**config.mk**
```make
export PLATFORM = sky130hd
export DESIGN_NAME = ucp_sqrt_cell
export DESIGN_NICKNAME = d
export VERILOG_FILES = /design/src/hw/rtl/ucp_pkg.sv /design/src/hw/rtl/ucp_sqrt_cell.sv
export SDC_FILE = /design/constraint.sdc
export NUM_CORES = 1
export LEC_CHECK = 0
export ABC_CLOCK_PERIOD_IN_PS = 4600
export BUFFER_PORTS_ARGS = -buffer_cell sky130_fd_sc_hd__buf_2
export CORE_ASPECT_RATIO = 0.6
export CORE_MARGIN = 8
export CORE_UTILIZATION = 30
export DETAILED_ROUTE_END_ITERATION = 16
export HOLD_SLACK_MARGIN = 0.02
export PLACE_DENSITY = 0.63
export SLEW_MARGIN = 15
export SYNTH_ARGS = -nofsm -noshare
export SYNTH_HDL_FRONTEND = slang
export SYNTH_SLANG_ARGS = --single-unit
export TNS_END_PERCENT = 30
```
**constraint.sdc**
```tcl
create_clock -name aclk -period 4.6 [get_ports aclk]
set_clock_uncertainty 0.2 [all_clocks]
set_input_delay 0.23 -clock aclk [delete_from_list [all_inputs] [get_ports aclk]]
set_output_delay 0.23 -clock aclk [all_outputs]
set_load 0.02 [all_outputs]
```
**src/hw/rtl/ucp_pkg.sv**
```systemverilog
// ----------------------------------------------------------------------------
// ucp_pkg
// Shared widths and transaction types for the unit cross product block.
// ----------------------------------------------------------------------------
`default_nettype none

package ucp_pkg;

    localparam int IN_WIDTH      = 16;
    localparam int OUT_FRAC_BITS = 14;
    localparam int OUT_WIDTH     = OUT_FRAC_BITS + 2;

    localparam int PROD_W  = 2 * IN_WIDTH;     // one component product
    localparam int CROSS_W = PROD_W + 1;       // cross product component
    localparam int MAG_W   = PROD_W;           // |component|
    localparam int SUM_W   = 2 * MAG_W;        // sum of squares
    localparam int ROOT_W  = MAG_W;            // floor square root
    localparam int REM_W   = ROOT_W + 3;       // square root remainder
    localparam int QUO_W   = OUT_FRAC_BITS + 1;// quotient magnitude

    typedef struct packed {
        logic signed [IN_WIDTH-1:0] a_x;
        logic signed [IN_WIDTH-1:0] a_y;
        logic signed [IN_WIDTH-1:0] a_z;
        logic signed [IN_WIDTH-1:0] b_x;
        logic signed [IN_WIDTH-1:0] b_y;
        logic signed [IN_WIDTH-1:0] b_z;
    } in_t;

    typedef struct packed {
        logic signed [OUT_WIDTH-1:0] n_x;
        logic signed [OUT_WIDTH-1:0] n_y;
        logic signed [OUT_WIDTH-1:0] n_z;
        logic                        zero_cross;
    } out_t;

    // Square root chain payload
    typedef struct packed {
        logic [SUM_W-1:0]          rad;
        logic [REM_W-1:0]          rem;
        logic [ROOT_W-1:0]         root;
        logic [2:0][MAG_W-1:0]     u;
        logic [2:0]                sgn;
    } sqrt_t;

    // Division chain payload, three lanes sharing one divisor
    typedef struct packed {
        logic [ROOT_W-1:0]         mag;
        logic [2:0][ROOT_W-1:0]    r;
        logic [2:0]                fb;
        logic [2:0][QUO_W-1:0]     q;
        logic [2:0]                sgn;
        logic                      zero;
    } div_t;

endpackage

`default_nettype wire

```
**src/hw/rtl/ucp_sqrt_cell.sv**
```systemverilog
// ----------------------------------------------------------------------------
// ucp_sqrt_cell
// One root bit of a digit-by-digit integer square root.
// ----------------------------------------------------------------------------
`default_nettype none

module ucp_sqrt_cell
    import ucp_pkg::*;
(
    input  wire logic  aclk,
    input  wire logic  aresetn,
    input  wire logic  en,
    input  wire logic  in_valid,
    input  wire sqrt_t in_data,
    output logic       out_valid,
    output sqrt_t      out_data
);

    logic       valid_reg;
    sqrt_t      data_reg, data_next;
    logic [REM_W-1:0] rem_sh, trial;

    always_comb begin
        rem_sh    = {in_data.rem[REM_W-3:0], in_data.rad[SUM_W-1 -: 2]};
        trial     = {1'b0, in_data.root, 2'b01};
        data_next = in_data;
        data_next.rad = {in_data.rad[SUM_W-3:0], 2'b00};
        if (rem_sh >= trial) begin
            data_next.rem  = rem_sh - trial;
            data_next.root = {in_data.root[ROOT_W-2:0], 1'b1};
        end else begin
            data_next.rem  = rem_sh;
            data_next.root = {in_data.root[ROOT_W-2:0], 1'b0};
        end
    end

    always_ff @(posedge aclk) begin
        if (!aresetn) begin
            valid_reg <= 1'b0;
        end else if (en) begin
            valid_reg <= in_valid;
        end
    end

    always_ff @(posedge aclk) begin
        if (en) begin
            data_reg <= data_next;
        end
    end

    assign out_valid = valid_reg;
    assign out_data  = data_reg;

endmodule

`default_nettype wire

```
==> results of run 1 <==
synth_stat cells, drive strengths merged (3+ instances only):
library cell  count
o21ai            21
nor3              9
buf               7
clkbuf           17
xor2             12
inv              38
nand2            44
o31ai             3
o211ai            5
and3              8
a21o             14
nor4              3
a31o              3
a21oi            51
nor2             43
and2              3
xnor2            16
edfxtp          228
o21bai            3
nand3            12
nand4             7
a31oi             6
a211oi            8
nand2b            8
ha               34
o21a              4
final cells by class:
cell class | count | area, µm²
fillers | 2672 | 15900
flip-flops and latches | 229 | 6870
repair buffers | 692 | 4640
multi-input cells | 341 | 2210
clock buffers | 27 | 591
well taps | 416 | 520
inverters | 38 | 143
clock inverters | 13 | 82.6
diodes | 2 | 5.00
through the flow:
| stage | cell area, µm² | setup WS, ns |
|---|---|---|
| final | 15100 | 0.885 |
| after global routing | 15100 | 0.647 |
| after CTS | 15000 | 0.896 |
| after detailed placement | 12100 | 0.878 |
| after global placement | 12100 | 0.946 |
| after floorplan | 9340 | 1.75 |
flip-flops by register name, summed over array words and instances (netlist names):
register,count
out_data,228
out_valid,1
how the worst max path moves through the flow:
stage / startpoint / end / slack, ns / cells after the start
2_1_floorplan: in_data[99] / out_data[165] / 1.75 / 11
6_report: in_data[100] / out_data[143] / 0.89 / 12
4_1_cts: in_data[100] / out_data[143] / 0.90 / 12
5_1_grt: in_data[99] / out_data[143] / 0.65 / 12
3_5_place_dp: in_data[100] / out_data[143] / 0.88 / 11
3_3_place_gp: in_data[100] / out_data[143] / 0.95 / 11
routing by layer:
layer  global-route usage  part of all wire  vias up
li1                     -                 -     3749
met1                0.215              0.40     3894
met2                0.318              0.51      285
met3               0.0520             0.069       41
met4               0.0444             0.025        0
met5                    0                 0        -
repair_timing:
item | CTS | global route
hold buffers | 229 | 0
endpoints found under the hold margin | 228 | 0
resized for setup | 0 | 0
logic make-up after synthesis:
family / after synthesis / synth area share
adder cells (fa/ha/maj): 34 / 0.0456
buffers and inverters: 62 / 0.0284
AND/OR/NAND/NOR: 142 / 0.0716
AO/OA/AOI/OAI: 132 / 0.0887
multiplexers: 3 / 0.00335
XOR/XNOR: 28 / 0.0263
other: 1 / 0.000402
flip-flops: 229 / 0.736
report_power, final:
part | switching (mW) | internal (mW)
logic | 0.731 | 0.476
registers | 0.0495 | 2.53
clock network | 0.810 | 0.928
==> metrics.cfg, run 1 <==
[synth]
synthDominantCellAreaShare=0.734
syn_inst=631
async_flop_share=0
ys_warn_count=0
ys_types=52
ys_seq_area_frac=0.736
ys.flop_type=edfxtp_1
avgSynthCellArea_um2=14.8
syn_area_um2=9330
synth_area_leaders=edfxtp_1, ha_1, a21oi_1
synth_edf_count=228
synth-seq-cells=229
synth_top_area_cell=edfxtp_1

[timing]
rsz0062_at_grt=no
drv_slew=0
min_period_over_period=0.808
hold_violations=0
maxSlewHeadroom=0.379
worst_pin_slew_ns=0.931
max_freq_mhz=269
period_minus_slack_ns=3.71
hold_ws_ns=0.0253
fin_setup_tns_ns=0
setup_viol=0

[status]
outcome=complete, no violations

[cells_and_area]
final_cell_mix=buf_2, dlygate4sd3_1, edfxtp_1
areaGrowthSynthToFinish_pct=61.3
final_common_cell=buf_2
utilization=0.487
drive_gt1_frac=0.378
fin_cells=1758
nets=1593

[power]
ir_worst_vdd_uv=224
power_density_nw_per_um2=367
leakagePower_nw=6.56
p_total_mw=5.52

[drt]
num_vias=7969
first_pass_iters=5
wl_um=35500
wire_per_inst_um=20.2
drt-initial-drc-count=564
ant_nets=0
via_per_inst=4.53
drc=0

[setup_path]
r2r.worst_path.cells=3
cp-end-kind=flop
crit_chain=dlygate4sd3_1 > buf_2 > inv_1 > ha_1 > o211ai_1 > o211ai_1 > a311o_1 > and3_1 > or3_1 > nand2_2 > inv_2 > mux2_2
path_buf_inv=4
start_kind=input pin
critPathTopFamily=buffers and inverters
reg2reg_from=out_valid
critPathMaxStageDelay_ns=0.67
crit_type=input pin to flop
crit_arrival_ns=3.79
cp_slowest_cell=inv_2
regToRegSetupSlack_ns=3.23
cp_max_fo=49
critPathRequiredTime_ns=4.68
r2r-end=out_valid
cpMostUsedCell=o211ai_1

[floorplanning]
initial_core_util=0.302
die_h_um=153
row_count=50
dieArea_um2=37200
core_um2=30900
ios=465
die-width_um=244

[min_path]
holdCritPathClass=input pin to flop
min_delay_path_depth=1
min_to=out_data[209]
hp-start=en

[cts]
post_cts_buffers=0
cts-root-buf=clkbuf_16
cts_buffers=23
clock_sinks=229
worstSkewPairLatency_ns=0.52
clockBufferDepth=3
clk_pin_slew_worst_paths_ns=0.06
htreeDepth=1
cts_tree=built

[global_routing]
grt_pass1_wl_um=52400
gr-total-overflow=0
grtUsageTotal=0.180
grt_pass1_vias=8311
grt_max_degree=100
antenna_found_initial=2

[place]
port_buffers=460
dp_hpwl_um=25500
dp.cells=1487
gp_congestion=0.846

[run]
drv_cap=0

Note: power is estimated with default switching activity, not from simulation.
==> run 2, diff against run 1 <==
ABC_CLOCK_PERIOD_IN_PS = 3490   (was 4600)
clock period = 3.49 ns   (was 4.6 ns; I/O delays follow)
==> run 2 against run 1 <==
Against the previous run:
- sequential power rose by 32%
- total power rose by 35%
- utilization rose by 0.56 points
- count of clock-buffer cells in the layout fell by 1
- register-to-register slack got worse by 1.1 ns
==> metrics.cfg, run 2 (synthesis gave the netlist of run 1 again) <==
[setup_path]
cp-end-kind=flop
cp_slowest_cell=dlygate4sd3_1
cp_max_fo=28
crit_type=input pin to flop
reg2reg_from=out_valid
critPathMaxStageDelay_ns=0.53
crit_chain=dlygate4sd3_1 > buf_2 > inv_1 > ha_1 > o211ai_1 > o211ai_1 > a311o_1 > and3_1 > or3_1 > nand2_2 > inv_2 > buf_12 > o211a_1 > nor3_2
r2r.worst_path.cells=3
start_kind=input pin
critPathRequiredTime_ns=3.66
path_buf_inv=5
regToRegSetupSlack_ns=2.15
r2r-end=out_valid
critPathTopFamily=buffers and inverters
cpMostUsedCell=o211ai_1
crit_arrival_ns=3.46

[cts]
cts_tree=built
htreeDepth=1
clk_pin_slew_worst_paths_ns=0.07
worstSkewPairLatency_ns=0.53
clock_sinks=229
clockBufferDepth=3
cts-root-buf=clkbuf_16
cts_buffers=24

[global_routing]
grt_pass1_wl_um=52500
gr-total-overflow=0
antenna_found_initial=3
grt_pass1_vias=8304
grt_max_degree=85
grtUsageTotal=0.182

[cells_and_area]
final_cell_mix=buf_2, dlygate4sd3_1, edfxtp_1
largest_reg_flops=228
areaGrowthSynthToFinish_pct=63.1
nets=1603
drive_gt1_frac=0.381
final_common_cell=buf_2

[floorplanning]
core_um2=30900
initial_core_util=0.302
ios=465
dieArea_um2=37200
row_count=50
die-width_um=244
die_h_um=153

[timing]
max_freq_mhz=304
min_period_over_period=0.941
rsz0062_at_grt=no
drv_slew=0
worst_pin_slew_ns=0.688
fin_setup_tns_ns=0
hold_violations=0
hold_ws_ns=0.146
maxSlewHeadroom=0.541
period_minus_slack_ns=3.29
setup_viol=0

[status]
outcome=complete, no violations

[drt]
drt-initial-drc-count=515
ant_nets=0
wire_per_inst_um=20.1
wl_um=35600
first_pass_iters=5
via_per_inst=4.55
drc=0
num_vias=8054

[place]
port_buffers=460
gp_congestion=0.865
dp_hpwl_um=25800

[min_path]
hp-start=in_data[76]
min_delay_path_depth=2
min_to=out_data[76]
holdCritPathClass=input pin to flop

[power]
leakagePower_nw=6.63
power_density_nw_per_um2=489
ir_worst_vdd_uv=287

[run]
drv_cap=0

## run 2: cell count changes in the layout (fill, tap and decap cells not counted), moves of 2 or more
cell	change
buf_12	+3
buf_4	+5
clkbuf_1	-2
clkinv_1	+3
clkinv_2	-4
clkinv_4	+2
diode_2	+2
## run 2: area by class of cell
class / count / area, µm²
antenna: 4 / 10.0
clock buffer: 26 / 608
clock inverter: 16 / 125
fill: 2731 / 15700
inverter: 38 / 143
multi-input combinational: 341 / 2210
sequential: 229 / 6870
tap: 416 / 520
timing repair buffer: 701 / 4750
## run 2: per-stage QoR
step | utilization | worst slack [ns] | total power, mW | cells | cell area [µm²]
3_3_place_gp | 0.394 | 0.279 | 4.82 | 1495 | 12200
5_1_grt | 0.493 | 0.00364 | 7.74 | 1769 | 15200
6_report | 0.493 | 0.205 | 7.44 | 1771 | 15200
4_1_cts | 0.492 | 0.264 | 7.53 | 1767 | 15200
3_5_place_dp | 0.394 | 0.243 | 4.84 | 1495 | 12200
2_1_floorplan | - | 0.698 | 4.22 | 632 | 9340
## run 2: layer usage
metal,vias up,global-route usage,routed length [µm]
met5,-,0,0
met4,0,0.0453,851
met3,44,0.0548,2730
met2,328,0.319,18100
met1,3894,0.215,13900
li1,3788,-,-
## run 2: what timing repair did
item / CTS / global route
setup endpoints to repair: 0 / 1
hold buffers: 230 / 0
gates resized for setup: 0 / 1
buffers inserted: 0 / 0
endpoints found under the hold margin: 309 / 0
## run 2: worst max-delay path by stage
stage	start	endpoint	slack, ns	cells after the start
after detailed placement	in_data[101]	out_data[163]	0.24	13
after floorplan	in_data[99]	out_data[165]	0.70	11
after global routing	in_data[99]	out_data[163]	0.004	14
after CTS	in_data[101]	out_data[163]	0.26	14
final	in_data[99]	out_data[163]	0.20	14
after global placement	in_data[101]	out_data[163]	0.28	13
## run 2: power by group
group / internal (mW) / switching, mW
Sequential: 3.33 / 0.0674
Clock: 1.34 / 1.09
Combinational: 0.647 / 0.964
