==> src/hw/rtl/ucp_pkg.sv <==
// ----------------------------------------------------------------------------
// ucp_pkg
// Shared widths and transaction types for the unit cross product block.
// ----------------------------------------------------------------------------
`default_nettype none

package ucp_pkg;

    localparam int IN_WIDTH      = 16;
    localparam int OUT_FRAC_BITS = 14;
    localparam int OUT_WIDTH     = OUT_FRAC_BITS + 2;

    localparam int PROD_W  = 2 * IN_WIDTH;     // one component product
    localparam int CROSS_W = PROD_W + 1;       // cross product component
    localparam int MAG_W   = PROD_W;           // |component|
    localparam int SUM_W   = 2 * MAG_W;        // sum of squares
    localparam int ROOT_W  = MAG_W;            // floor square root
    localparam int REM_W   = ROOT_W + 3;       // square root remainder
    localparam int QUO_W   = OUT_FRAC_BITS + 1;// quotient magnitude

    typedef struct packed {
        logic signed [IN_WIDTH-1:0] a_x;
        logic signed [IN_WIDTH-1:0] a_y;
        logic signed [IN_WIDTH-1:0] a_z;
        logic signed [IN_WIDTH-1:0] b_x;
        logic signed [IN_WIDTH-1:0] b_y;
        logic signed [IN_WIDTH-1:0] b_z;
    } in_t;

    typedef struct packed {
        logic signed [OUT_WIDTH-1:0] n_x;
        logic signed [OUT_WIDTH-1:0] n_y;
        logic signed [OUT_WIDTH-1:0] n_z;
        logic                        zero_cross;
    } out_t;

    // Square root chain payload
    typedef struct packed {
        logic [SUM_W-1:0]          rad;
        logic [REM_W-1:0]          rem;
        logic [ROOT_W-1:0]         root;
        logic [2:0][MAG_W-1:0]     u;
        logic [2:0]                sgn;
    } sqrt_t;

    // Division chain payload, three lanes sharing one divisor
    typedef struct packed {
        logic [ROOT_W-1:0]         mag;
        logic [2:0][ROOT_W-1:0]    r;
        logic [2:0]                fb;
        logic [2:0][QUO_W-1:0]     q;
        logic [2:0]                sgn;
        logic                      zero;
    } div_t;

endpackage

`default_nettype wire

==> src/hw/rtl/ucp_div_cell.sv <==
// ----------------------------------------------------------------------------
// ucp_div_cell
// One quotient bit of restoring division, three lanes over one divisor.
// ----------------------------------------------------------------------------
`default_nettype none

module ucp_div_cell
    import ucp_pkg::*;
(
    input  wire logic aclk,
    input  wire logic aresetn,
    input  wire logic en,
    input  wire logic in_valid,
    input  wire div_t in_data,
    output logic      out_valid,
    output div_t      out_data
);

    logic       valid_reg;
    div_t       data_reg, data_next;
    logic [ROOT_W:0] r2 [3];
    logic [ROOT_W:0] magx;

    always_comb begin
        data_next = in_data;
        magx      = {1'b0, in_data.mag};
        for (int i = 0; i < 3; i++) begin
            r2[i] = {in_data.r[i], in_data.fb[i]};
            if (r2[i] >= magx) begin
                data_next.r[i] = ROOT_W'(r2[i] - magx);
                data_next.q[i] = {in_data.q[i][QUO_W-2:0], 1'b1};
            end else begin
                data_next.r[i] = ROOT_W'(r2[i]);
                data_next.q[i] = {in_data.q[i][QUO_W-2:0], 1'b0};
            end
        end
        data_next.fb = 3'b000;
    end

    always_ff @(posedge aclk) begin
        if (!aresetn) begin
            valid_reg <= 1'b0;
        end else if (en) begin
            valid_reg <= in_valid;
        end
    end

    always_ff @(posedge aclk) begin
        if (en) begin
            data_reg <= data_next;
        end
    end

    assign out_valid = valid_reg;
    assign out_data  = data_reg;

endmodule

`default_nettype wire

==> config.mk <==
export PLATFORM = sky130hd
export DESIGN_NAME = ucp_div_cell
export DESIGN_NICKNAME = d
export VERILOG_FILES = /design/src/hw/rtl/ucp_pkg.sv /design/src/hw/rtl/ucp_div_cell.sv
export SDC_FILE = /design/constraint.sdc
export NUM_CORES = 1
export LEC_CHECK = 0
export BUFFER_PORTS_ARGS = -buffer_cell sky130_fd_sc_hd__clkbuf_2
export CAP_MARGIN = 40
export CORE_ASPECT_RATIO = 1.5
export CORE_MARGIN = 2
export CORE_UTILIZATION = 49
export CTS_BUF_LIST = sky130_fd_sc_hd__clkbuf_16
export CTS_CLUSTER_SIZE = 30
export DETAILED_ROUTE_END_ITERATION = 16
export HOLD_SLACK_MARGIN = 0.05
export PLACE_DENSITY = 0.77
export SLEW_MARGIN = 20
export SYNTH_ARGS = -nofsm -noshare
export SYNTH_HDL_FRONTEND = slang
export SYNTH_SLANG_ARGS = --single-unit
==> constraint.sdc <==
create_clock -name aclk -period 4.5 [get_ports aclk]
set_input_delay 1.35 -clock aclk [delete_from_list [all_inputs] [get_ports aclk]]
set_output_delay 1.35 -clock aclk [all_outputs]
set_load 0.02 [all_outputs]
==> results of run 1 <==
## power breakdown
| part | total (W) | switching, W | internal, W |
|---|---|---|---|
| registers | 0.00215 | 0.0000613 | 0.00209 |
| clock network | 0.00154 | 0.000743 | 0.000799 |
| logic | 0.00175 | 0.00110 | 0.000655 |
| total | 0.00544 | 0.00190 | 0.00354 |
## per-stage QoR
step	cells	setup WS, ns
floorplan	1243	0.694
global placement	1901	0.172
detailed placement	1901	0.0906
CTS	1933	0.555
global route	1935	0.424
finish	1936	0.557
## synthesized netlist by cell type (all sizes together) (4+ instances only)
library cell	instances	area share
xor2	31	0.022
mux2i	4	0.0033
edfxtp	177	0.44
o31ai	14	0.011
a21boi	5	0.0031
and2	7	0.0036
o21ai	99	0.041
a211oi	6	0.0037
a31o	4	0.0029
or3	5	0.0026
xnor2	39	0.028
buf	24	0.012
o21bai	13	0.0080
nor2b	14	0.0072
nand2b	12	0.0062
o211ai	5	0.0031
nor3	20	0.0083
a21oi	126	0.052
nor2	108	0.033
nand4	23	0.012
a21o	44	0.027
nand2	106	0.033
or2	6	0.0031
ha	96	0.099
nand3b	4	0.0025
nand3	22	0.0091
nor4	6	0.0031
a41oi	7	0.0051
and3	10	0.0052
mux2	13	0.014
inv	67	0.021
clkbuf	30	0.0093
o31a	8	0.0058
o21a	17	0.011
a31oi	17	0.0088
## worst max-delay path: stages
cell and delay, ns:
clkbuf_2 0.09, inv_1 0.18, ha_1 0.32, and3_1 0.25
o21a_1 0.16, o31a_1 0.32, o31a_1 0.28, a21bo_1 0.20
o41ai_2 0.28, inv_2 0.26, buf_4 0.26, nor2_1 0.12
a21oi_1 0.05
## logic make-up after synthesis
logic type               count (synthesis)  synth area share
AO/OA/AOI/OAI                          405             0.212
AND/OR/NAND/NOR                        350             0.134
flip-flops                             178             0.440
buffers and inverters                  121            0.0424
adder cells (fa/ha/maj)                 99             0.104
XOR/XNOR                                70            0.0506
multiplexers                            17            0.0169
other                                    1          0.000309
## final cells by class
class	count	area, um2
fillers	2087	9380
multi-input cells	944	6290
clock buffers	17	425
diodes	3	7.51
flip-flops and latches	178	5340
clock inverters	15	186
repair buffers	388	2060
inverters	67	251
well taps	324	405
## state kept, by name (all words and copies together), names as in the netlist
| register | count |
|---|---|
| out_valid | 1 |
| out_data | 177 |
## how the worst max path moves through the flow
stage,endpoint,slack (ns),cells after the start
global route,out_data[52],0.42,13
global placement,out_data[58],0.17,13
detailed placement,out_data[52],0.09,13
finish,out_data[52],0.56,13
CTS,out_data[52],0.56,13
floorplan,out_data[62],0.69,11
## routing by layer
layer  vias up  GRT usage  wire length, um
met3        98     0.0476             1860
met4         0      0.155             1820
met5         -          0                0
met2       421      0.548            20500
li1       5324          -                -
met1      5225      0.298            13800
==> flow_metrics.env, run 1 <==
export IMPL_status="complete, no violations"
export IMPL_vdd_ir_drop_max_mv=0.260
export IMPL_drv_slew=0
export IMPL_period_minus_slack_ns=3.94
export IMPL_gp_congestion=0.968
export IMPL_drc_errors=0
export IMPL_r2r_slack_ns=3.91
export IMPL_grt_total_usage=0.288
export IMPL_synth_area_mm2=0.0121
export IMPL_grt_pass1_vias=10898
export IMPL_grt_max_degree=75
export IMPL_crit_start="in_data[151]"
export IMPL_fin_util=0.615
export IMPL_synth_seq_cells=178
export IMPL_hold_violations=0
export IMPL_antenna_found_initial=3
export IMPL_cap_violations=0
export IMPL_core_area_mm2=0.0243
export IMPL_final_nets=1879
export IMPL_initial_core_util=0.498
export IMPL_htreeDepth=4
export IMPL_cp_end_kind="flip-flop"
export IMPL_cts_resized=0
export IMPL_rsz0062_at_grt="no"
export IMPL_rows=70
export IMPL_dp_hpwl_um=30800
export IMPL_root_buffer="clkbuf_16"
export IMPL_ant_nets=0
export IMPL_port_buffers=358
export IMPL_critPathMaxFanout=18
export IMPL_leakagePower_nw=6.74
export IMPL_tns_ns=0
export IMPL_holdBufCountCts=0
export IMPL_clockBufferDepth=2
export IMPL_synth_warnings=0
export IMPL_netlist_instances=1241
export IMPL_drt_iter0_drc=675
export IMPL_fmax_mhz=254
export IMPL_reg2reg_to="out_valid"
export IMPL_cts_buffers=17
export IMPL_synth_seq_area_share=0.440
export IMPL_fin_skew_ns=0
export IMPL_post_cts_setup_buffers=0
export IMPL_mostFrequentLayoutCells="clkbuf_2 (357), edfxtp_1 (177), a21oi_1 (126), nor2_1 (108), nand2_1 (106)"
export IMPL_finalSetupViolCount=0
export IMPL_cts_sinks=178
export IMPL_globalRouteOverflowTotal=0
export IMPL_synth_top_flop_cell="edfxtp_1"
export IMPL_drt_pass1_iterations=5
export IMPL_area_delta_synth_final_pct=23.4
export IMPL_ys_async_sr_fraction=0
export IMPL_holdWs_ns=0.524
export IMPL_vias=11068
export IMPL_io_pins=365
export IMPL_wl_um=38100
export IMPL_crit_type="in -> reg"
export IMPL_critPathArrivalTime_ns=4.15
export IMPL_tightestPinTransition_ns=0.760
export IMPL_slew_headroom=0.490
export IMPL_syn_area_per_cell_um2=9.77
export IMPL_drive_gt1_frac=0.280
export IMPL_min_delay_path_class="reg -> reg"
export IMPL_setup_worst_path_start_class="input pin"
export IMPL_ys_types=76
export IMPL_clk_pin_slew_ns=0.07
export IMPL_cts_tree="yes"
export IMPL_total_power_w=0.00544
export IMPL_layout_commonest_cell="clkbuf_2"
export IMPL_powerDensity_mw_per_mm2=364
export IMPL_r2r_cells=2
export IMPL_holdPathEnd="out_valid"
export IMPL_placed_cell_area_mm2=0.0143
export IMPL_fin_area_mm2=0.0150
export IMPL_die_w_um=132
export IMPL_rr_startpoint="out_valid"
export IMPL_dieArea_mm2=0.0260
export IMPL_finalCritPeriodShare=0.876
export IMPL_vias_per_cell=5.72
export IMPL_hold_depth=2
export IMPL_clock_latency_ns=0.45
export IMPL_die_h_um=197
export IMPL_hp_start="out_valid"
export IMPL_grt_pass1_wl_um=57700
export IMPL_routedWlPerCell_um=19.7
export IMPL_synth_edf_count=177
export IMPL_worst_ep_required_time_ns=4.71
Note: power is estimated with default switching activity, not from simulation.
==> run 2: changes to the inputs <==
Settings changed: CORE_UTILIZATION 49 to 25, PLACE_DENSITY 0.77 to not set.
==> run 2 against run 1 <==
Compared with the run above:
- clock skew unchanged
- non-clock buffer count up 32
- via count down 0.48%
- sequential cell count unchanged
- wire length up 18%
- setup slack better by 0.049 ns
- sequential share of layout area down 1.3 points
- utilization down 29 points
- critical path type unchanged
- largest cell class unchanged
==> flow_metrics.env, run 2 (synthesized netlist as in run 1, its figures left out) <==
export IMPL_largest_reg_flops=177
export IMPL_area_delta_synth_final_pct=28.2
export IMPL_vdd_ir_drop_max_mv=0.260
export IMPL_mostFrequentLayoutCells="clkbuf_2 (357), edfxtp_1 (177), a21oi_1 (126), nor2_1 (108), nand2_1 (106)"
export IMPL_cts_sinks=178
export IMPL_final_cells=2244
export IMPL_tightestPinTransition_ns=0.624
export IMPL_finalCritPeriodShare=0.865
export IMPL_finalSetupViolCount=0
export IMPL_clock_latency_ns=0.46
export IMPL_gp_congestion=0.897
export IMPL_initial_core_util=0.254
export IMPL_place_inst=2209
export IMPL_dp_hpwl_um=36800
export IMPL_wl_um=44900
export IMPL_die_w_um=184
export IMPL_globalRouteOverflowTotal=0
export IMPL_die_h_um=274
export IMPL_drv_slew=0
export IMPL_cts_tree="yes"
export IMPL_reg2reg_to="out_valid"
export IMPL_drc_errors=0
export IMPL_holdWs_ns=0.529
export IMPL_clk_pin_slew_ns=0.07
export IMPL_worst_ep_required_time_ns=4.72
export IMPL_port_buffers=358
export IMPL_min_delay_path_class="reg -> reg"
export IMPL_core_area_mm2=0.0478
export IMPL_grt_pass1_vias=10940
export IMPL_cts_buffers=17
export IMPL_io_pins=365
export IMPL_placed_cell_area_mm2=0.0150
export IMPL_fin_area_mm2=0.0155
export IMPL_leakagePower_nw=6.88
export IMPL_cp_endpoint="out_data[99]"
export IMPL_hold_violations=0
export IMPL_htreeDepth=4
export IMPL_crit_type="in -> reg"
export IMPL_dieArea_mm2=0.0503
export IMPL_critPathArrivalTime_ns=4.11
export IMPL_post_cts_setup_buffers=0
export IMPL_p_seq_frac=0.390
export IMPL_final_nets=1911
export IMPL_ant_nets=0
export IMPL_hp_start="out_valid"
export IMPL_r2r_cells=2
export IMPL_fin_skew_ns=0
export IMPL_rsz0062_at_grt="no"
export IMPL_fmax_mhz=257
export IMPL_routedWlPerCell_um=20.0
export IMPL_rows=98
export IMPL_antenna_found_initial=4
export IMPL_switchingPower_w=0.00197
export IMPL_r2r_slack_ns=3.91
export IMPL_drt_iter0_drc=599
export IMPL_cap_violations=0
export IMPL_status="complete, no violations"
export IMPL_crit_start="in_data[152]"
export IMPL_drt_pass1_iterations=5
export IMPL_powerDensity_mw_per_mm2=355
export IMPL_clockBufferDepth=2
export IMPL_slew_headroom=0.579
export IMPL_pwr_share_comb=0.331
export IMPL_grt_max_degree=75
export IMPL_grt_pass1_wl_um=64800
export IMPL_root_buffer="clkbuf_16"
export IMPL_rr_startpoint="out_valid"
export IMPL_period_minus_slack_ns=3.89
export IMPL_tns_ns=0
export IMPL_p_clk_frac=0.279
export IMPL_cp_end_kind="flip-flop"
export IMPL_vias=11015
export IMPL_drive_gt1_frac=0.293
export IMPL_layout_commonest_cell="clkbuf_2"
export IMPL_holdBufCountCts=0
export IMPL_setup_worst_path_start_class="input pin"
export IMPL_fillers=5054
export IMPL_critPathMaxFanout=40
export IMPL_vias_per_cell=4.91
export IMPL_grt_total_usage=0.175
export IMPL_internal_power_w=0.00355
export IMPL_cts_resized=0
export IMPL_switching_share=0.357
export IMPL_fin_util=0.325
run 2: metrics by stage:
step / worst slack [ns] / power, W
global route: 0.382 / 0.00581
CTS: 0.571 / 0.00559
floorplan: 0.694 / 0.00331
finish: 0.606 / 0.00552
detailed placement: 0.0692 / 0.00402
global placement: 0.0879 / 0.00400
run 2: metal layers:
| layer | GRT usage | wire length [um] |
|---|---|---|
| met1 | 0.195 | 17600 |
| met2 | 0.296 | 22000 |
| met3 | 0.0313 | 1900 |
| met4 | 0.135 | 3360 |
| met5 | 0 | 13 |
run 2: cell type report:
type                       count  area [um2]  area share
multi-input combinational    944        6290       0.405
sequential                   178        5340       0.343
timing repair buffer         420        2330       0.150
tap                          600         751      0.0483
clock buffer                  17         425      0.0274
inverter                      67         251      0.0162
clock inverter                15         155     0.00998
antenna                        3        7.51    0.000483
run 2: power by group through the flow:
stage / registers (W) / logic (W) / clock network [W]
final: 0.00215 / 0.00183 / 0.00154
after global routing: 0.00217 / 0.00200 / 0.00165
after CTS: 0.00215 / 0.00184 / 0.00159
after detailed placement: 0.00219 / 0.00183 / 0
after global placement: 0.00219 / 0.00182 / 0
after floorplan: 0.00244 / 0.000869 / 0
run 2: worst max-delay path, cell delays in order:
cell      delay [ns]
clkbuf_2        0.10
inv_1           0.13
ha_1            0.39
nand4_1         0.15
a21oi_1         0.25
o31ai_2         0.18
o31ai_4         0.37
a21oi_1         0.22
o31ai_4         0.34
buf_12          0.24
mux2_2          0.35
run 2: how the worst min path moves through the flow:
stage                           end  slack [ns]  cells past startpoint
after detailed placement  out_valid        0.53                      2
after global routing      out_valid        0.60                      2
after CTS                 out_valid        0.54                      2
after global placement    out_valid        0.50                      2
after floorplan           out_valid        0.59                      2
final                     out_valid        0.53                      2
==> run 3: changes to the inputs <==
Settings changed: ABC_AREA set to 1.
==> run 3 against run 2 <==
Compared with the run above:
- largest power group unchanged
- highest routed layer unchanged
- power is 1.3% higher
- clock power hardly changed
- wire length is 29% higher
- first-iteration DRC count is 23% higher
- synthesized area is 20% higher
- worst hold slack better by 0.029 ns
- fmax is 17% higher
- synthesized cell count is 68% higher
- sequential power hardly changed
==> flow_metrics.env, run 3 <==
export IMPL_holdBufCountCts=0
export IMPL_p_seq_frac=0.383
export IMPL_synth_edf_count=177
export IMPL_finalSetupViolCount=0
export IMPL_diodes=0
export IMPL_worst_ep_required_time_ns=4.72
export IMPL_antenna_found_initial=6
export IMPL_clockBufferDepth=2
export IMPL_synth_most_common_cell="nand2_1"
export IMPL_rr_startpoint="out_valid"
export IMPL_synth_warnings=0
export IMPL_post_cts_setup_buffers=0
export IMPL_synthTopCellsByArea="edfxtp_1 (36%), nand2_1 (22%), inv_1 (10%), ha_1 (8.2%), nand3_1 (5.6%)"
export IMPL_switchingPower_w=0.00218
export IMPL_fmax_mhz=299
export IMPL_final_nets=2735
export IMPL_drv_slew=0
export IMPL_area_delta_synth_final_pct=22.3
export IMPL_htreeDepth=4
export IMPL_period_minus_slack_ns=3.34
export IMPL_largest_reg_flops=177
export IMPL_cts_buffers=17
export IMPL_cap_violations=0
export IMPL_layout_commonest_cell="nand2_1"
export IMPL_reg2reg_to="out_valid"
export IMPL_io_pins=365
export IMPL_netlist_instances=2088
export IMPL_r2r_cells=2
export IMPL_tightestPinTransition_ns=0.627
export IMPL_pwr_share_comb=0.346
export IMPL_cts_tree="yes"
export IMPL_r2r_slack_ns=3.83
export IMPL_grt_pass1_wl_um=83200
export IMPL_vdd_ir_drop_max_mv=0.301
export IMPL_synth_seq_area_share=0.365
export IMPL_vias=14034
export IMPL_setup_worst_path_start_class="input pin"
export IMPL_wl_um=57800
export IMPL_mostFrequentLayoutCells="nand2_1 (851), inv_1 (398), clkbuf_2 (357), edfxtp_1 (177), nand3_1 (162)"
export IMPL_grt_max_degree=73
export IMPL_fin_area_mm2=0.0179
export IMPL_powerDensity_mw_per_mm2=313
export IMPL_synth_seq_cells=178
export IMPL_status="complete, no violations"
export IMPL_drc_errors=0
export IMPL_rsz0062_at_grt="no"
export IMPL_dieArea_mm2=0.0604
export IMPL_placed_cell_area_mm2=0.0173
export IMPL_hp_start="out_valid"
export IMPL_drt_pass1_iterations=5
export IMPL_clock_latency_ns=0.47
export IMPL_crit_type="in -> reg"
export IMPL_slew_headroom=0.582
export IMPL_final_cells=3235
export IMPL_globalRouteOverflowTotal=0
export IMPL_vias_per_cell=4.34
export IMPL_ant_nets=0
export IMPL_synth_top_area_cell="edfxtp_1"
export IMPL_die_w_um=201
export IMPL_switching_share=0.390
export IMPL_synth_commonest_cells="nand2_1 (851), inv_1 (398), edfxtp_1 (177), nand3_1 (162), nor2_1 (109)"
export IMPL_hold_violations=0
export IMPL_critPathMaxFanout=30
export IMPL_drive_gt1_frac=0.194
export IMPL_synth_top_flop_cell="edfxtp_1"
export IMPL_core_area_mm2=0.0578
export IMPL_root_buffer="clkbuf_16"
export IMPL_rows=108
export IMPL_grt_pass1_vias=14005
export IMPL_finalCritPeriodShare=0.742
export IMPL_gp_congestion=0.978
export IMPL_ys_async_sr_fraction=0
export IMPL_cp_end_kind="flip-flop"
export IMPL_drt_iter0_drc=738
export IMPL_min_delay_path_class="reg -> reg"
export IMPL_cts_sinks=178
export IMPL_leakagePower_nw=9.83
export IMPL_holdPathEnd="out_valid"
export IMPL_place_inst=3202
export IMPL_internal_power_w=0.00341
export IMPL_synth_top_area_frac=0.364
export IMPL_p_clk_frac=0.271
export IMPL_dp_hpwl_um=50000
export IMPL_total_power_w=0.00559
export IMPL_synth_area_mm2=0.0146
export IMPL_tns_ns=0
export IMPL_clk_pin_slew_ns=0.07
export IMPL_routedWlPerCell_um=17.9
export IMPL_fin_skew_ns=0
export IMPL_ys_types=34
export IMPL_grt_total_usage=0.190
export IMPL_cts_resized=0
export IMPL_syn_area_per_cell_um2=6.99
export IMPL_hold_depth=2
export IMPL_critPathArrivalTime_ns=3.56
export IMPL_die_h_um=300
export IMPL_initial_core_util=0.252
export IMPL_port_buffers=358
run 3: through the flow:
step / setup slack [ns] / hold WS, ns / utilization
after floorplan: 1.50 / 0.606 / -
after global placement: 0.224 / 0.529 / 0.298
after detailed placement: 0.254 / 0.546 / 0.298
after CTS: 0.790 / 0.561 / 0.308
after global routing: 1.04 / 0.593 / 0.309
final: 1.16 / 0.558 / 0.309
run 3: area by class of cell:
class / count / area [um2]
fill: 6533 / 40000
clock inverter: 15 / 145
multi-input combinational: 1481 / 7530
timing repair buffer: 374 / 1950
sequential: 178 / 5340
tap: 770 / 963
inverter: 400 / 1500
clock buffer: 17 / 425
run 3: metal layers:
layer,up-vias,wire (um),track usage
li1,7227,-,-
met1,6337,20200,0.177
met2,367,32500,0.391
met3,91,2720,0.0382
met4,12,2340,0.0847
met5,-,68,0
run 3: kinds of logic (layout without fill, tap and decap cells):
kind of cell    count (synthesis)  in the layout  synth area share
flops                         178            178             0.365
other cells                     1              3          0.000257
simple gates                 1265           1265             0.378
fa+ha+maj                      99             99            0.0864
compound gates                 72             72            0.0256
xor+xnor                       42             42            0.0252
buf+inv                       431            806             0.119
run 3: worst max-delay path, stage by stage:
cell and delay, ns:
clkbuf_2 0.11, inv_1 0.10, buf_4 0.18, ha_1 0.44, nand2_1 0.17, nor2_1 0.24, nand2_1 0.11, nor3_1 0.19
nand2_2 0.13, buf_4 0.27, nand3_1 0.12, nand2_1 0.10
run 3: worst max-delay path by stage:
| stage | from | endpoint | slack (ns) | cells after the start |
|---|---|---|---|---|
| after global placement | in_data[168] | out_data[141] | 0.22 | 15 |
| after global routing | in_data[173] | out_data[89] | 1.04 | 12 |
| after floorplan | in_data[152] | out_data[74] | 1.50 | 14 |
| after CTS | in_data[168] | out_data[141] | 0.79 | 15 |
| after detailed placement | in_data[168] | out_data[141] | 0.25 | 15 |
| final | in_data[173] | out_data[89] | 1.16 | 12 |
run 3: power groups by stage:
stage | registers, W | clock network (W) | logic [W]
2_1_floorplan | 0.00242 | 0 | 0.000982
3_3_place_gp | 0.00218 | 0 | 0.00194
3_5_place_dp | 0.00218 | 0 | 0.00195
5_1_grt | 0.00216 | 0.00164 | 0.00214
6_report | 0.00214 | 0.00151 | 0.00193
4_1_cts | 0.00215 | 0.00157 | 0.00195
